### src/cc3p_pkg.sv
// Package: widths, types and shared constants for the circumcircle block
`timescale 1ns / 1ps
package cc3p_pkg;
	localparam int COORD_BITS_DEF = 12;
	localparam int FRAC_BITS_DEF  = 8;
	localparam int IN_W           = 12;
	localparam int OUT_W          = 32;
	// numerator/denominator working widths (fits COORD_BITS up to 16)
	localparam int NUM_W  = 56;
	localparam int DEN_W  = 36;
	// quotient bits produced by the divider chain: 34 integer + FRAC_BITS fraction
	localparam int QI_W   = 34;
	localparam int SQ_W   = 66;
	localparam int RAD_W  = 33;
	localparam logic [OUT_W:0] POS_LIM = 33'h0_7FFF_FFFF;
	localparam logic [OUT_W:0] NEG_LIM = 33'h0_8000_0000;
	localparam logic [OUT_W-1:0] RAD_MAX = 32'hFFFF_FFFF;

	typedef struct packed {
		logic [IN_W-1:0] first_x;
		logic [IN_W-1:0] first_y;
		logic [IN_W-1:0] second_x;
		logic [IN_W-1:0] second_y;
		logic [IN_W-1:0] third_x;
		logic [IN_W-1:0] third_y;
	} pts_t;

	typedef struct packed {
		logic signed [OUT_W-1:0] center_x;
		logic signed [OUT_W-1:0] center_y;
		logic [OUT_W-1:0]        radius;
		logic                    degenerate;
		logic                    saturated;
	} circ_t;

	// division cell state: remainder, divisor, quotient bits so far
	typedef struct packed {
		logic [NUM_W-1:0] rem;
		logic [DEN_W-1:0] den;
		logic [NUM_W-1:0] quo;
	} dv_t;

	// square root cell state: remaining value, root so far
	typedef struct packed {
		logic [SQ_W-1:0]  rem;
		logic [RAD_W-1:0] root;
	} sq_t;
endpackage

### src/cc3p_div_cell.sv
// Cell: one restoring division step, unsigned magnitudes
`timescale 1ns / 1ps
module cc3p_div_cell (
	input  logic           clk,
	input  logic           en,
	input  cc3p_pkg::dv_t  din,
	output cc3p_pkg::dv_t  dout
);
	logic [cc3p_pkg::NUM_W:0] sh;
	logic [cc3p_pkg::NUM_W:0] df;
	cc3p_pkg::dv_t            nxt;

	always_comb begin
		nxt = din;
		sh  = {din.rem, din.quo[cc3p_pkg::NUM_W-1]};
		df  = sh - {{(cc3p_pkg::NUM_W-cc3p_pkg::DEN_W+1){1'b0}}, din.den};
		if (!df[cc3p_pkg::NUM_W]) begin
			nxt.rem = df[cc3p_pkg::NUM_W-1:0];
			nxt.quo = {din.quo[cc3p_pkg::NUM_W-2:0], 1'b1};
		end else begin
			nxt.rem = sh[cc3p_pkg::NUM_W-1:0];
			nxt.quo = {din.quo[cc3p_pkg::NUM_W-2:0], 1'b0};
		end
	end

	always_ff @(posedge clk) begin
		if (en) begin
			dout <= nxt;
		end
	end
endmodule

### config.mk
export PLATFORM = sky130hd
export DESIGN_NAME = cc3p_div_cell
export DESIGN_NICKNAME = d
export VERILOG_FILES = /design/src/cc3p_pkg.sv /design/src/cc3p_div_cell.sv
export SDC_FILE = /design/constraint.sdc
export NUM_CORES = 1
export LEC_CHECK = 0
export BUFFER_PORTS_ARGS = -buffer_cell sky130_fd_sc_hd__clkbuf_2
export CELL_PAD_IN_SITES_DETAIL_PLACEMENT = 0
export CELL_PAD_IN_SITES_GLOBAL_PLACEMENT = 1
export CORE_ASPECT_RATIO = 0.8
export CORE_MARGIN = 2
export CORE_UTILIZATION = 37
export CTS_CLUSTER_DIAMETER = 30
export DETAILED_ROUTE_END_ITERATION = 16
export PLACE_DENSITY_LB_ADDON = 0.1
export SLEW_MARGIN = 25
export SYNTH_ARGS = -nofsm -noshare
export SYNTH_HDL_FRONTEND = slang
export SYNTH_SLANG_ARGS = --single-unit
### constraint.sdc
create_clock -name clk -period 4.45 [get_ports clk]
set_input_delay 0.2225 -clock clk [delete_from_list [all_inputs] [get_ports clk]]
set_output_delay 0.2225 -clock clk [all_outputs]
set_load 0.05 [all_outputs]
==> flow_summary_export.csv, run 1 <==
group,metric,value,unit
run_status,run_status,"finished, final reports clean",
clock_network,cts_buffers,17,
pwr,clock_power_share,33.7,%
worst_setup_path,critPathMaxFanout,14,
global_route,gr-max-usage-layer,"met2",
yosys,synth-warning-count,0,
die,core_area,19600,sq um
route,num_vias,6208,
clock_network,htree_levels,4,
finish,flip_flop_count_of_the_largest_register_all_copies_and_words_added,148,
yosys,synth.largest_area_cell,"edfxtp_1",
yosys,synth-edff-count,148,
clock_network,cts_root_buf,"clkbuf_16",
yosys,synth-async-reset-ratio,0,%
yosys,yosys_register_bits,148,
finish,drive_above_1_share,33.6,%
timing,post_layout_minimum_cycle_time,3950,ps
finish,top_regs,"dout (148)",
clock_network,cts_sinks,148,
placed_design,io_buffers,297,
finish,design.final.nets,1203,
pwr,internal_power,2770,uW
clock_network,post_cts_hold_buffer_count,89,
clock_network,ctsResizeCount,0,
timing,timing.final.crit_share,88.9,%
worst_setup_path,type_of_element_launching_the_critical_path,"input pin",
finish,regMostFlops,"dout",
finish,finalInstanceArea,10600,sq um
placed_design,routabilityCongestion,0.836,
global_route,globalRouteOverflowTotal,0,
clock_network,cts.path.max_buffers,2,
die,die_height,130,microns
placed_design,place.detailed.instances,1172,
pwr,power_density,403,nW/um^2
yosys,synth_ff_type,"edfxtp_1",
clock_network,cts_setup_buffers,0,
die,initial_utilization,37.4,%
global_route,grt_start_max_net_pins,60,
pwr,switching_share,35.3,%
pwr,comb_power_share,26.2,%
yosys,share_of_yosys_cell_area_claimed_by_the_top_area_cell_type,60.6,%
global_route,grt_pass1_wl,32300,microns
timing,final-max-slew-violation-count,0,
finish,fillCellCount,1768,
timing,max_slew.worst_pin.slew,747,ps
pwr,totalPowerFinal,4280,uW
die,placement_rows,46,
min_path,hp-class,"input pin to register",
timing,timing_hold_violations_final,0,
clock_network,path_clk_slew,70,ps
clock_network,cts_tree,"yes",
route,vias_per_cell,4.80,
route,firstDrtPassIters,6,
yosys,synthesis.nets,806,
yosys,synth.avg_cell_area,11.8,sq um
worst_setup_path,crit_type,"input pin to register",
finish,antenna_cells_inserted,0,
route,drt_drc_violations_left,0,
pwr,p_sw,1510,uW
route,wire_per_inst,16.4,microns
timing,timing.fmax,253,MHz
route,antenna_violating_nets_post_route,0,
die,floorplan.die_area,21000,sq um
yosys,synth.cell_area,7330,sq um
finish,layout-area-overhead-vs-synth,45.0,%
pwr,static-leakage-power,0.00469,uW
placed_design,place.detailed.hpwl,15800,microns
timing,max_slew_margin,50.2,%
yosys,synthesis.instances,619,
pwr,worst_ir_drop_vdd,0.000266,V
route,detail_route.iter0.violations,331,
die,die_w,161,microns
worst_setup_path,worstSetupEndpoint,"dout[145]$_DFFE_PP_",
route,wl,21200,microns
global_route,gr-usage-met2,33.3,%
pwr,p_seq_share,40.1,%
finish,final_cell_count_without_fillers,1293,
run,drv.max_cap_violation_count,0,
worst_setup_path,worst-endpoint-required,4600,ps
global_route,grt_antenna_before_repair,1,
yosys,synth.top_cells.by_area,"edfxtp_1 (61%), ha_1 (6.1%), o21ai_0 (4.3%), nand2_1 (3.8%), xor2_1 (3.3%)",
timing,rsz0062_at_grt,"no",
yosys,seq_area_frac_synth,60.6,%
worst_setup_path,worst_setup_path_end_kind,"register",
yosys,synth.lib_cells_used.distinct,53,
global_route,grtUsageTotal,19.9,%
die,num_io_pins,298,
global_route,first_global_vias,6119,
timing,finalSetupViolCount,0,
placed_design,placement.cell_area,9140,sq um
global_route,groute.layer.met3.usage,6.48,%
timing,finalSetupTns,0,ps
global_route,grt.met1_usage,25.1,%
worst_setup_path,cp.arrival,4100,ps
worst_setup_path,worst_setup_path_startpoint,"din[56]",
-- per-layer routing --
metal | up-vias | routed length [microns]
met5 | - | 13
met4 | 2 | 278
met3 | 19 | 1720
met2 | 218 | 10100
met1 | 2886 | 9180
li1 | 3083 | -
-- cells by family after synthesis --
logic type	synth area share (%)
simple gates	10.8
mux	0.137
xor+xnor	6.21
fa+ha+maj	6.42
buf+inv	3.24
compound gates	12.6
flops	60.6
-- synth_stat cells (2+ instances only) --
cell type / n
inv_1: 47
edfxtp_1: 148
xnor2_1: 24
nand2_1: 74
and4_1: 2
clkbuf_1: 8
or2_2: 4
nor4_2: 2
nor2b_1: 3
xor2_1: 28
nand4_1: 3
nand2b_1: 4
nand3_1: 7
o21a_1: 4
ha_1: 36
a21o_1: 9
a211oi_1: 7
o21ai_0: 63
nor3_1: 11
buf_1: 3
or4_1: 5
a31oi_1: 2
or3_1: 6
o21bai_1: 7
a21oi_1: 46
o211ai_1: 3
and3_1: 3
nor4_1: 7
nor2_1: 25
and2_1: 2
o31ai_1: 4
-- final cells by class --
cell class              instances  area (sq um)  area share [%]
flip-flops and latches        148          4440            41.8
multi-input cells             410          2650            24.9
repair buffers                391          2420            22.8
clock buffers                  17           425            4.00
well taps                     264           330            3.11
inverters                      48           180            1.69
clock inverters                15           179            1.68
-- per-stage QoR --
step           util (%)  worst slack [ps]  hold slack (ps)
3_5_place_dp       46.5               615              401
6_report           54.2               496             17.3
4_1_cts            54.2               533             2.47
3_3_place_gp       46.5               681              399
2_1_floorplan         -              1170              321
5_1_grt            54.2               158            0.634
-- power groups by stage --
stage                     clock [uW]  combinational, uW  sequential (uW)
after floorplan                    0                296             2190
after global placement             0               1060             1750
after detailed placement           0               1060             1750
after CTS                       1490               1130             1720
after global routing            1540               1200             1730
final                           1440               1120             1720
-- placed cells by master, fill, tap and decap left out, types with 5 or more instances in the layout --
cell type,netlist,routed
buf_4,0,5
nand2_1,74,74
or3_1,6,6
clkbuf_16,0,17
inv_1,47,47
nor2_1,25,25
o21bai_1,7,7
nor3_1,11,11
xnor2_1,24,24
a21o_1,9,9
o21ai_0,63,63
a21oi_1,46,46
nand3_1,7,7
dlygate4sd3_1,0,89
inv_8,0,5
nor4_1,7,7
or4_1,5,5
a211oi_1,7,7
clkbuf_2,0,296
edfxtp_1,148,148
ha_1,36,36
xor2_1,28,28
-- worst max-delay path: stages --
cell	delay (ps)
dlygate4sd3_1	550
clkbuf_2	120
ha_1	190
inv_1	70
fa_1	220
a211oi_1	80
o21ai_0	310
or3b_2	540
a211oi_1	440
or4_1	190
nand3_2	80
buf_4	190
inv_2	90
o2111ai_2	310
nor4_1	390
xor2_1	120
-- worst min-delay path by stage --
stage | startpoint | endpoint | slack (ps) | depth (start not counted)
2_1_floorplan | din[9] | dout[10]$_DFFE_PP_ | 320 | 0
3_3_place_gp | din[50] | dout[51]$_DFFE_PP_ | 400 | 1
3_5_place_dp | din[1] | dout[2]$_DFFE_PP_ | 400 | 1
4_1_cts | din[86] | dout[86]$_DFFE_PP_ | 2 | 1
5_1_grt | din[86] | dout[86]$_DFFE_PP_ | 0.6 | 1
6_report | din[86] | dout[86]$_DFFE_PP_ | 20 | 1
(Power assumes the default switching activity.)
==> inputs of run 2 (changes only) <==
Settings changed: CORE_UTILIZATION 37 to 38, CTS_BUF_LIST from default to sky130_fd_sc_hd__clkbuf_4.
==> run 2 against run 1 <==
Final cell count rose by 4.1%; critical path depth fell by 1; clock power fell by 39%; non-clock buffer count rose by 56; count of clock-buffer cells in the layout did not move; critical path type unchanged.
==> flow_summary_export.csv, run 2 (synthesis results as in run 1) <==
group,metric,value,unit
pwr,worst_ir_drop_vdd,0.000171,V
pwr,clock_power_share,23.4,%
route,vias_per_cell,4.80,
global_route,globalRouteOverflowTotal,0,
timing,post_layout_minimum_cycle_time,3830,ps
die,die_height,128,microns
finish,flip_flop_count_of_the_largest_register_all_copies_and_words_added,148,
global_route,grt_antenna_before_repair,3,
pwr,power_density,345,nW/um^2
pwr,static-leakage-power,0.00480,uW
finish,final_common_cell,"clkbuf_2",
placed_design,place.detailed.hpwl,15600,microns
finish,design.final.nets,1259,
clock_network,cts_root_buf,"clkbuf_4",
timing,timing.fmax,261,MHz
timing,timing.final.crit_share,86.2,%
worst_setup_path,crit_path_top_delay_cell,"a2111o_1",
clock_network,cts_sinks,148,
finish,most-common-layout-cells,"clkbuf_2 (296), edfxtp_1 (148), dlygate4sd3_1 (146)",
timing,worst_slack,615,ps
pwr,comb_power_share,30.9,%
finish,seq_area,4440,sq um
worst_setup_path,critPathMaxStageDelay,570,ps
global_route,first_global_vias,6521,
die,num_io_pins,298,
placed_design,place.detailed.instances,1165,
placed_design,routabilityCongestion,0.873,
worst_setup_path,crit_type,"input pin to register",
pwr,switching_share,38.6,%
clock_network,cts.path.max_buffers,2,
die,floorplan.die_area,20400,sq um
timing,finalSetupViolCount,0,
finish,layout-area-overhead-vs-synth,48.6,%
route,num_vias,6456,
die,initial_utilization,38.8,%
finish,fillCellCount,1658,
worst_setup_path,worst_setup_path_end_kind,"register",
route,antenna_violating_nets_post_route,0,
pwr,p_seq_share,45.7,%
clock_network,cts_buffers,17,
worst_setup_path,worst-endpoint-required,4780,ps
timing,timing_hold_violations_final,0,
timing,finalSetupTns,0,ps
die,placement_rows,45,
global_route,grt_start_max_net_pins,85,
clock_network,path_clk_slew,160,ps
worst_setup_path,crit_chain,"dlygate4sd3_1 > clkbuf_2 > inv_1 > ha_1 > inv_1 > fa_1 > a211oi_1 > o21ai_0 > or3b_2 > a211oi_1 > or4_1 > nand3_2 > a2111o_1 > nor4_1 > xor2_1",
timing,final-max-slew-violation-count,0,
route,detail_route.iter0.violations,424,
finish,multiInputGateArea,2650,sq um
pwr,p_sw,1450,uW
run,drv.max_cap_violation_count,0,
route,wire_per_inst,16.1,microns
finish,top_regs,"dout (148)",
route,wl,21600,microns
worst_setup_path,type_of_element_launching_the_critical_path,"input pin",
finish,drive_above_1_share,31.8,%
clock_network,htree_levels,4,
route,firstDrtPassIters,8,
min_path,hp-class,"input pin to register",
timing,rsz0062_at_grt,"no",
timing,max_slew.worst_pin.slew,774,ps
finish,final_cell_count_without_fillers,1346,
global_route,grtUsageTotal,21.1,%
placed_design,detailedPlace.worstSlack,528,ps
clock_network,cts_tree,"yes",
timing,worst_hold_slack,163,ps
finish,regMostFlops,"dout",
placed_design,io_buffers,297,
timing,max_slew_margin,48.4,%
pwr,internal_power,2310,uW
worst_setup_path,critPathMaxFanout,12,
die,core_area,18900,sq um
route,drt_drc_violations_left,0,
die,die_w,159,microns
global_route,grt_pass1_wl,33600,microns
run_status,run_status,"finished, final reports clean",
worst_setup_path,cp.arrival,4160,ps
[run 2: changes by cell type in the layout (fill, tap and decap cells not counted), sizes merged]
| cell | before | now |
|---|---|---|
| diode | 0 | 3 |
| clkinvlp | 2 | 1 |
| buf | 6 | 5 |
| clkinv | 5 | 6 |
| dlygate4sd3 | 89 | 146 |
[run 2: cell type report]
class / instances / area share [%]
Sequential cell: 148 / 40.8
Timing Repair Buffer: 447 / 27.4
Multi-Input combinational cell: 410 / 24.3
Tap cell: 258 / 2.96
Clock inverter: 15 / 1.65
Inverter: 48 / 1.65
Clock buffer: 17 / 1.17
Antenna cell: 3 / 0.0689
[run 2: power by group through the flow]
stage | clock network, uW | logic, uW | registers, uW
finish | 881 | 1160 | 1720
global route | 959 | 1240 | 1730
CTS | 917 | 1160 | 1720
detailed placement | 0 | 1060 | 1750
global placement | 0 | 1050 | 1750
floorplan | 0 | 296 | 2190
[run 2: critical path: cells and delay by family]
| kind | cells | cell delay [ps] |
|---|---|---|
| adder cells (fa/ha/maj) | 2 | 450 |
| XOR/XNOR | 1 | 100 |
| buffers and inverters | 4 | 760 |
| AO/OA/AOI/OAI | 4 | 1380 |
| AND/OR/NAND/NOR | 4 | 1220 |
[run 2: per-layer routing]
metal | part of all wire, % | track usage, %
met1 | 44 | 27.2
met2 | 48 | 35.0
met5 | 0 | 0
met3 | 6.2 | 5.92
met4 | 1.6 | 5.94
[run 2: per-stage QoR]
step	utilization, %	total power (uW)	area, sq um
after global routing	57.6	3930	10900
after detailed placement	48.2	2810	9120
after global placement	48.2	2800	9120
final	57.6	3760	10900
after CTS	57.6	3800	10900
after floorplan	-	2490	7330
[run 2: path summary, 6_finish.rpt]
path / depth (start not counted) / to / slack, ps / from
worst max-delay path: 15 / dout[142]$_DFFE_PP_ / 620 / din[55]
worst min-delay path: 4 / dout[0]$_DFFE_PP_ / 160 / din[147]
[run 2: what timing repair did]
item | CTS | global route
hold buffers | 146 | 0
endpoints found under the hold margin | 146 | 0
gates resized for setup | 0 | 0
buffers inserted | 0 | 0
