File: src/cc3p_pkg.sv
// Package: widths, types and shared constants for the circumcircle block
`timescale 1ns / 1ps
package cc3p_pkg;
	localparam int COORD_BITS_DEF = 12;
	localparam int FRAC_BITS_DEF  = 8;
	localparam int IN_W           = 12;
	localparam int OUT_W          = 32;
	// numerator/denominator working widths (fits COORD_BITS up to 16)
	localparam int NUM_W  = 56;
	localparam int DEN_W  = 36;
	// quotient bits produced by the divider chain: 34 integer + FRAC_BITS fraction
	localparam int QI_W   = 34;
	localparam int SQ_W   = 66;
	localparam int RAD_W  = 33;
	localparam logic [OUT_W:0] POS_LIM = 33'h0_7FFF_FFFF;
	localparam logic [OUT_W:0] NEG_LIM = 33'h0_8000_0000;
	localparam logic [OUT_W-1:0] RAD_MAX = 32'hFFFF_FFFF;

	typedef struct packed {
		logic [IN_W-1:0] first_x;
		logic [IN_W-1:0] first_y;
		logic [IN_W-1:0] second_x;
		logic [IN_W-1:0] second_y;
		logic [IN_W-1:0] third_x;
		logic [IN_W-1:0] third_y;
	} pts_t;

	typedef struct packed {
		logic signed [OUT_W-1:0] center_x;
		logic signed [OUT_W-1:0] center_y;
		logic [OUT_W-1:0]        radius;
		logic                    degenerate;
		logic                    saturated;
	} circ_t;

	// division cell state: remainder, divisor, quotient bits so far
	typedef struct packed {
		logic [NUM_W-1:0] rem;
		logic [DEN_W-1:0] den;
		logic [NUM_W-1:0] quo;
	} dv_t;

	// square root cell state: remaining value, root so far
	typedef struct packed {
		logic [SQ_W-1:0]  rem;
		logic [RAD_W-1:0] root;
	} sq_t;
endpackage

File: src/cc3p_sqrt_cell.sv
// Cell: one digit-by-digit square root step
`timescale 1ns / 1ps
module cc3p_sqrt_cell #(
	parameter int STEP = 0
) (
	input  logic           clk,
	input  logic           en,
	input  cc3p_pkg::sq_t  din,
	output cc3p_pkg::sq_t  dout
);
	localparam int SH = 2 * STEP;
	logic [cc3p_pkg::SQ_W-1:0] trial;
	cc3p_pkg::sq_t             nxt;

	always_comb begin
		nxt   = din;
		trial = (cc3p_pkg::SQ_W'(din.root) << (SH + 2)) | (cc3p_pkg::SQ_W'(1) << SH);
		if (din.rem >= trial) begin
			nxt.rem  = din.rem - trial;
			nxt.root = {din.root[cc3p_pkg::RAD_W-2:0], 1'b1};
		end else begin
			nxt.root = {din.root[cc3p_pkg::RAD_W-2:0], 1'b0};
		end
	end

	always_ff @(posedge clk) begin
		if (en) begin
			dout <= nxt;
		end
	end
endmodule

File: config.mk
export PLATFORM = sky130hd
export DESIGN_NAME = cc3p_sqrt_cell
export DESIGN_NICKNAME = d
export VERILOG_FILES = /design/src/cc3p_pkg.sv /design/src/cc3p_sqrt_cell.sv
export SDC_FILE = /design/constraint.sdc
export NUM_CORES = 1
export LEC_CHECK = 0
export BUFFER_PORTS_ARGS = -buffer_cell sky130_fd_sc_hd__buf_2
export CORE_ASPECT_RATIO = 1.75
export CORE_MARGIN = 4
export CORE_UTILIZATION = 26
export CTS_BUF_LIST = sky130_fd_sc_hd__clkbuf_4 sky130_fd_sc_hd__clkbuf_8 sky130_fd_sc_hd__clkbuf_16
export CTS_CLUSTER_DIAMETER = 60
export DETAILED_ROUTE_END_ITERATION = 7
export HOLD_SLACK_MARGIN = 0.15
export PLACE_DENSITY_LB_ADDON = 0.1
export SETUP_SLACK_MARGIN = 0.15
export SLEW_MARGIN = 20
export SYNTH_ARGS = -nofsm -noshare
export SYNTH_HDL_FRONTEND = slang
export SYNTH_SLANG_ARGS = --single-unit
File: constraint.sdc
create_clock -name clk -period 3.9 [get_ports clk]
set_clock_uncertainty 0.15 [all_clocks]
set_input_delay 0.39 -clock clk [delete_from_list [all_inputs] [get_ports clk]]
set_output_delay 0.39 -clock clk [all_outputs]
set_load 0.01 [all_outputs]
==> flow_summary.yaml, run 1 <==
status:
  status: "completed"
floorplanning:
  die_h_um: 216
  dieArea_um2: 27400
  initial_utilization_pct: 26.6
  coreArea_um2: 24100
  top_level_ports: 200
  fp-row-count: 75
  dieWidth_um: 127
setup_path:
  cp-start-kind: "input port"
  cp.arrival_ns: 3.52
  critPathKind: "input port to register"
  critPathMaxFanout: 13
  crit_path_end_kind: "register"
  crit_required_ns: 3.86
clock_network:
  tritoncts: "built"
  cts_num_sinks: 99
  postCtsSetupBuffers: 0
  clock_path_buffers: 2
  cts-root-buf: "clkbuf_16"
  clkTransAtPathRegs_ns: 0.07
  cts_made_buffers: 9
  htree_levels: 3
drt:
  dr.pass1.iters: 4
  wl_met1_um: 7900
  routed_via_density: 4.76
  drt-total-wl_um: 22600
  via_count: 5812
  drtIter0Drc: 253
  met3WireLength_um: 1040
  met2RoutedLength_um: 13200
  ant_nets: 0
  route.detailed.drc: 0
  routedWlPerCell_um: 18.5
  dr.max_layer_used: "met5"
grt:
  gr-usage-all-layers_pct: 16.6
  grt_start_max_net_pins: 66
  grt_pass1_wl_um: 34400
  overflow: 0
  antenna_found_initial: 1
  grt_pass1_vias: 6222
power_and_ir_drop:
  p_leak_nw: 3.53
  ir_drop_mv: 0.277
  cellPowerDensity_nw_per_um2: 372
sta:
  hold_viol: 0
  max_clock_freq_ghz: 0.281
  setup_viol: 0
  drv_slew: 0
  fin_crit_sh_pct: 91.3
  worst_pin_slew_ns: 0.902
  min_period_ns: 3.56
  grt_setup_unrepaired: "true"
  max_slew_margin_pct: 39.8
  worst_slack_ns: 0.338
  fin_tns_setup_ns: 0
synthesis:
  async_reset_ff_share_pct: 0
  synthesis.area_um2: 6420
  synth_edf_count: 99
  ys_seq_elements: 99
  synth.distinct_cells: 61
  syn_nets: 794
  yosysWarnings: 0
  synth_cells: 658
  ys_seq_area_share_pct: 46.3
  syn_avg_cell_area_um2: 9.75
  synthFlopType: "edfxtp_1"
placed_design:
  io_buffers: 199
  dp_hpwl_um: 18200
  gp_congestion: 0.850
  post-place-ws_ns: 0.287
cells_and_area:
  antenna_cells: 0
  multi_input_area_um2: 3200
  top_regs: "dout (99)"
  layout-drive-gt1-share_pct: 29.2
  largest_register_ff_count: 99
  top_register: "dout"
  final_common_cell: "buf_2"
  final_nets: 1044
  seqCellArea_um2: 2970
  final_cell_mix: "buf_2, edfxtp_1, nand2_1, dlygate4sd3_1, nor2_1"
  nFillCells: 2488
  areaGrowthSynthToFinish_pct: 35.4
flow_run:
  max_cap_violations: 0
hold_path:
  hold_path_class: "input port to register"
  hold_depth: 3
final cells by class:
cell class / instances / share of cell area (%)
timing repair buffer: 265 / 18.8
sequential: 99 / 34.2
clock buffer: 10 / 2.68
tap: 308 / 4.43
inverter: 45 / 1.94
multi-input combinational: 488 / 36.8
clock inverter: 6 / 1.19
kinds of logic (layout without fill, tap and decap cells):
group                    count (synthesis)  count (layout)  share of synthesized area (%)
flip-flops                              99              99                           46.3
XOR/XNOR                                64              64                           8.73
multiplexers                             1               1                          0.175
adder cells (fa/ha/maj)                 35              35                           6.82
buffers and inverters                   71             326                           4.95
AND/OR/NAND/NOR                        229             229                           17.7
AO/OA/AOI/OAI                          159             159                           15.3
where the power goes:
| group | leakage, nW | internal (W) | total (W) | switching [W] |
|---|---|---|---|---|
| Sequential | 0.969 | 0.00132 | 0.00135 | 0.0000279 |
| Combinational | 2.39 | 0.000343 | 0.000838 | 0.000495 |
| Clock | 0.167 | 0.000629 | 0.00105 | 0.000422 |
| Total | 3.53 | 0.00229 | 0.00324 | 0.000945 |
per-layer routing:
metal	up-vias	track usage, %
met5	-	0
met2	149	33.4
met3	21	3.39
met1	2730	16.2
met4	2	6.19
li1	2910	-
worst paths after layout:
path	start	endpoint	slack, ns
worst max-delay path	din[41]	dout[78]	0.34
worst min-delay path	din[39]	dout[39]	0.17
Yosys cell counts (3+ instances only):
library cell  count  share of area (%)
o2111ai_1         4               0.55
xnor2_1          26                3.5
edfxtp_1         99                 46
o21ai_2           7               0.96
nand2b_1          7               0.68
a21o_1            5               0.58
clkbuf_1         14               0.82
nand4b_1          6               0.82
buf_4             3               0.35
or4_1             5               0.58
nor2_1           47                2.7
o211ai_1          6               0.70
xor2_1           38                5.2
ha_1             35                6.8
o21bai_1          3               0.35
buf_6             3               0.53
nand4_1          14                1.4
nand2_1          79                4.6
nor3b_1           3               0.35
nor4_1           16                1.6
a31oi_1           6               0.58
a21oi_1          45                3.5
buf_2             3               0.23
o21ai_1          19                1.5
o21ai_0          35                2.7
or2_2             5               0.49
o31ai_1           3               0.35
a211oi_1          3               0.35
inv_1            44                2.6
nand3_1          14                1.1
o21a_1            8               0.94
nor3_1           19                1.5
through the flow:
step                hold slack, ns  instance area, um^2  utilization [%]  power [W]  instances
finish                       0.173                 8690             36.0    0.00324       1221
global route                 0.165                 8690             36.0    0.00341       1221
CTS                          0.152                 8620             35.7    0.00329       1221
detailed placement           0.435                 7800             32.4    0.00218       1157
global placement             0.433                 7800             32.4    0.00218       1157
floorplan                    0.339                 6420                -    0.00181        658
repair_timing:
item,CTS,global route
gates resized for setup,0,17
hold buffers,48,0
setup endpoints to repair,0,55
endpoints found under the hold margin,48,0
worst max-delay path, stage by stage:
cell	delay (ns)
dlygate4sd3_1	0.56
buf_2	0.14
ha_1	0.38
nand2_1	0.18
nor4_2	0.34
o21ai_2	0.14
a2111oi_1	0.41
buf_4	0.18
o21ai_1	0.15
o211ai_2	0.19
buf_4	0.22
nor4_1	0.08
xor2_1	0.16
Power figures use the tool's default switching activity.
==> inputs of run 2 (changes only) <==
- CORE_UTILIZATION: 26 -> 52
==> flow_summary.yaml, run 2 (synthesis results as in run 1) <==
status:
  status: "completed"
floorplanning:
  dieWidth_um: 92.0
  coreArea_um2: 12100
  fp-row-count: 53
  die_h_um: 155
  top_level_ports: 200
  initial_utilization_pct: 53.2
  dieArea_um2: 14300
grt:
  gr-usage-all-layers_pct: 27.6
  grt_start_max_net_pins: 90
  grt_pass1_vias: 6282
  grt_pass1_wl_um: 30700
  overflow: 0
  antenna_found_initial: 0
setup_path:
  cp-start-kind: "input port"
  slowest_delay_ns: 0.52
  critPathKind: "input port to register"
  critPathSlowestCell: "dlygate4sd3_1"
  cp.arrival_ns: 3.54
  critPathTopFamily: "simple AND/OR/NAND/NOR gates"
  path_buf_inv: 4
  crit_path_end_kind: "register"
  crit_chain: "dlygate4sd3_1 > buf_2 > inv_1 > ha_1 > nand4_1 > nor4_2 > and4_1 > nor4_4 > a21oi_1 > o211ai_2 > buf_4 > nor3b_1 > xor2_1"
  crit_required_ns: 3.84
  critPathMaxFanout: 13
placed_design:
  placed_area_um2: 7600
  post-place-cells: 1012
  io_buffers: 199
  gp_congestion: 0.950
  dp_hpwl_um: 15600
cells_and_area:
  design_area_um2: 8290
  top_regs: "dout (99)"
  antenna_cells: 0
  final_nets: 1026
  final_cell_mix: "buf_2, edfxtp_1, nand2_1, nor2_1, inv_1"
  layout.cells.non_filler: 1059
  largest_register_ff_count: 99
  layout-drive-gt1-share_pct: 29.1
  top_register: "dout"
  areaGrowthSynthToFinish_pct: 29.1
  final_common_cell: "buf_2"
power_and_ir_drop:
  ir_drop_mv: 0.222
  cellPowerDensity_nw_per_um2: 378
  seqPwrFrac_pct: 43.1
  p_int_w: 0.00221
  pwr-share-comb_pct: 25.8
  switchingPower_w: 0.000925
  p_sw_share_pct: 29.5
  p_clk_share_pct: 31.1
  p_leak_nw: 3.43
drt:
  met3WireLength_um: 792
  drtIter0Drc: 285
  wl_met1_um: 6610
  routedWlPerCell_um: 18.7
  routed_via_density: 5.64
  met2RoutedLength_um: 11500
  ant_nets: 0
  drt-total-wl_um: 19800
  via_count: 5975
  dr.max_layer_used: "met4"
  route.detailed.drc: 0
  dr.pass1.iters: 5
sta:
  worst_pin_slew_ns: 0.823
  fin_tns_setup_ns: 0
  min_period_ns: 3.61
  fin_crit_sh_pct: 92.5
  setup_viol: 0
  holdWs_ns: 0.185
  drv_slew: 0
  hold_viol: 0
  max_slew_margin_pct: 45.1
  max_clock_freq_ghz: 0.277
  grt_setup_unrepaired: "true"
clock_network:
  htree_levels: 3
  cts-root-buf: "clkbuf_16"
  cts_made_buffers: 9
  clkTransAtPathRegs_ns: 0.07
  cts_num_sinks: 99
  clock_path_buffers: 2
  tritoncts: "built"
flow_run:
  max_cap_violations: 0
hold_path:
  hold_path_class: "input port to register"
==> run 2: final timing paths <==
kind                     from       end  slack, ns  depth (start not counted)
worst max-delay path  din[19]  dout[72]       0.29                         13
worst min-delay path  din[65]  dout[65]       0.18                          3
==> run 2: timing repair <==
item                                   4_1_cts  5_1_grt
endpoints found under the hold margin       32        0
hold buffers                                32        0
setup endpoints to repair                    0       53
resized for setup                            0       12
setup buffers                                0        0
==> run 2: routing by layer <==
| metal | global-route usage [%] | vias up |
|---|---|---|
| met5 | 0 | - |
| met3 | 4.06 | 62 |
| li1 | - | 2868 |
| met4 | 13.1 | 0 |
| met2 | 56.5 | 210 |
| met1 | 25.7 | 2835 |
==> run 2: cell type report <==
class | count | area [um^2]
fillers | 994 | 3780
multi-input cells | 488 | 3180
flip-flops and latches | 99 | 2970
repair buffers | 247 | 1450
clock buffers | 9 | 225
well taps | 165 | 206
inverters | 45 | 169
clock inverters | 6 | 88.8
==> run 2: metrics by stage <==
| stage | power, W | setup slack (ns) | utilization [%] |
|---|---|---|---|
| floorplan | 0.00181 | 0.873 | - |
| global placement | 0.00213 | 0.271 | 62.9 |
| detailed placement | 0.00214 | 0.332 | 62.9 |
| CTS | 0.00314 | 0.233 | 68.2 |
| global route | 0.00328 | 0.123 | 68.7 |
| finish | 0.00313 | 0.294 | 68.7 |
==> run 2: power by group through the flow <==
| stage | Sequential [W] | Clock (W) | Combinational (W) |
|---|---|---|---|
| 6_report | 0.00135 | 0.000975 | 0.000808 |
| 3_3_place_gp | 0.00137 | 0 | 0.000759 |
| 2_1_floorplan | 0.00144 | 0 | 0.000370 |
| 4_1_cts | 0.00135 | 0.000987 | 0.000797 |
| 5_1_grt | 0.00136 | 0.00104 | 0.000877 |
| 3_5_place_dp | 0.00137 | 0 | 0.000768 |
==> inputs of run 3 (changes only) <==
- clock period: 3.9 -> 4.01 ns (I/O delays scaled with it)
==> flow_summary.yaml, run 3 (synthesis results as in run 1) <==
sta:
  setup_viol: 0
  hold_viol: 0
  min_period_ns: 3.71
  fin_crit_sh_pct: 92.5
  max_clock_freq_ghz: 0.270
  holdWs_ns: 0.205
  grt_setup_unrepaired: "false"
  drv_slew: 0
  worst_pin_slew_ns: 0.831
  fin_tns_setup_ns: 0
  max_slew_margin_pct: 44.6
clock_network:
  cts_made_buffers: 9
  htree_levels: 3
  clkTransAtPathRegs_ns: 0.07
  cts-root-buf: "clkbuf_16"
  clock_path_buffers: 2
  cts_num_sinks: 99
  tritoncts: "built"
placed_design:
  io_buffers: 199
  post-place-cells: 1009
  placed_area_um2: 7570
  gp_congestion: 0.931
  dp_hpwl_um: 15400
cells_and_area:
  final_cell_mix: "buf_2, edfxtp_1, nand2_1, nor2_1, a21oi_1"
  areaGrowthSynthToFinish_pct: 27.7
  antenna_cells: 0
  layout-drive-gt1-share_pct: 28.1
  largest_register_ff_count: 99
  layout.cells.non_filler: 1057
  design_area_um2: 8190
  top_regs: "dout (99)"
  top_register: "dout"
  final_nets: 1023
  final_common_cell: "buf_2"
setup_path:
  critPathMaxFanout: 25
  cp-start-kind: "input port"
  critPathTopFamily: "compound AO/OA/AOI/OAI gates"
  crit_required_ns: 3.95
  crit_path_end_kind: "register"
  critPathKind: "input port to register"
  timing.critical_path.from: "din[27]"
  critPathSlowestCell: "dlygate4sd3_1"
  crit_chain: "dlygate4sd3_1 > buf_2 > inv_1 > ha_1 > a21oi_1 > o21ai_0 > a21oi_1 > o31a_1 > and3_1 > o21a_2 > buf_4 > o21ai_0"
  path_buf_inv: 4
  slowest_delay_ns: 0.53
  cp.arrival_ns: 3.64
floorplanning:
  initial_utilization_pct: 53.2
  dieArea_um2: 14300
  dieWidth_um: 92.0
  coreArea_um2: 12100
  fp-row-count: 53
  die_h_um: 155
  top_level_ports: 200
grt:
  gr-usage-all-layers_pct: 27.5
  grt_start_max_net_pins: 91
  grt_pass1_vias: 6186
  overflow: 0
  grt_pass1_wl_um: 30900
  antenna_found_initial: 0
drt:
  ant_nets: 0
  via_count: 5941
  dr.pass1.iters: 4
  drtIter0Drc: 382
  routed_via_density: 5.62
  drt-total-wl_um: 19700
  route.detailed.drc: 0
  routedWlPerCell_um: 18.6
power_and_ir_drop:
  cellPowerDensity_nw_per_um2: 356
  p_total_w: 0.00292
  ir_drop_mv: 0.235
  p_leak_nw: 3.40
hold_path:
  hold_path_class: "input port to register"
  min_from: "din[40]"
status:
  status: "completed"
flow_run:
  max_cap_violations: 0
run 3: changes by cell type in the layout (fill, tap and decap cells not counted), sizes merged:
cell    before  now
buf        215  212
clkinv       1    2
inv         47   48
bufinv       2    0
clkbuf       9   10
run 3: report_power, final:
part,total [W],internal [W],switching (W)
clock,0.000830,0.000434,0.000396
sequential,0.00131,0.00128,0.0000284
combinational,0.000777,0.000315,0.000462
total,0.00292,0.00203,0.000886
run 3: final cells by class:
class | count | area, um^2
clock buffers | 10 | 233
well taps | 165 | 206
inverters | 45 | 169
fillers | 1018 | 3870
flip-flops and latches | 99 | 2970
multi-input cells | 488 | 3150
clock inverters | 6 | 46.3
repair buffers | 244 | 1420
run 3: through the flow:
step / util [%] / setup WS, ns
after global placement: 62.8 / 0.421
final: 67.9 / 0.300
after CTS: 67.7 / 0.238
after detailed placement: 62.8 / 0.461
after floorplan: - / 0.972
after global routing: 67.9 / 0.155
run 3: path summary, 6_finish.rpt:
kind | to | cells past startpoint
min | dout[40] | 3
max | dout[35] | 12
run 3: routing by layer:
metal	vias up	routed length, um	GRT usage, %
met5	-	0	0
met4	0	791	12.5
met3	57	951	4.21
met2	231	11400	55.6
met1	2789	6500	26.4
li1	2864	-	-
run 3: worst min-delay path, delay by kind of cell:
kind	cells	cell delay, ns
simple gates	1	0.04
compound gates	1	0.06
buf+inv	1	0.09
run 3: repair_timing:
item / 4_1_cts / 5_1_grt
hold buffers: 32 / 0
resized for setup: 0 / 4
buffers inserted: 0 / 0
setup endpoints to repair: 0 / 39
hold endpoints to repair: 32 / 0
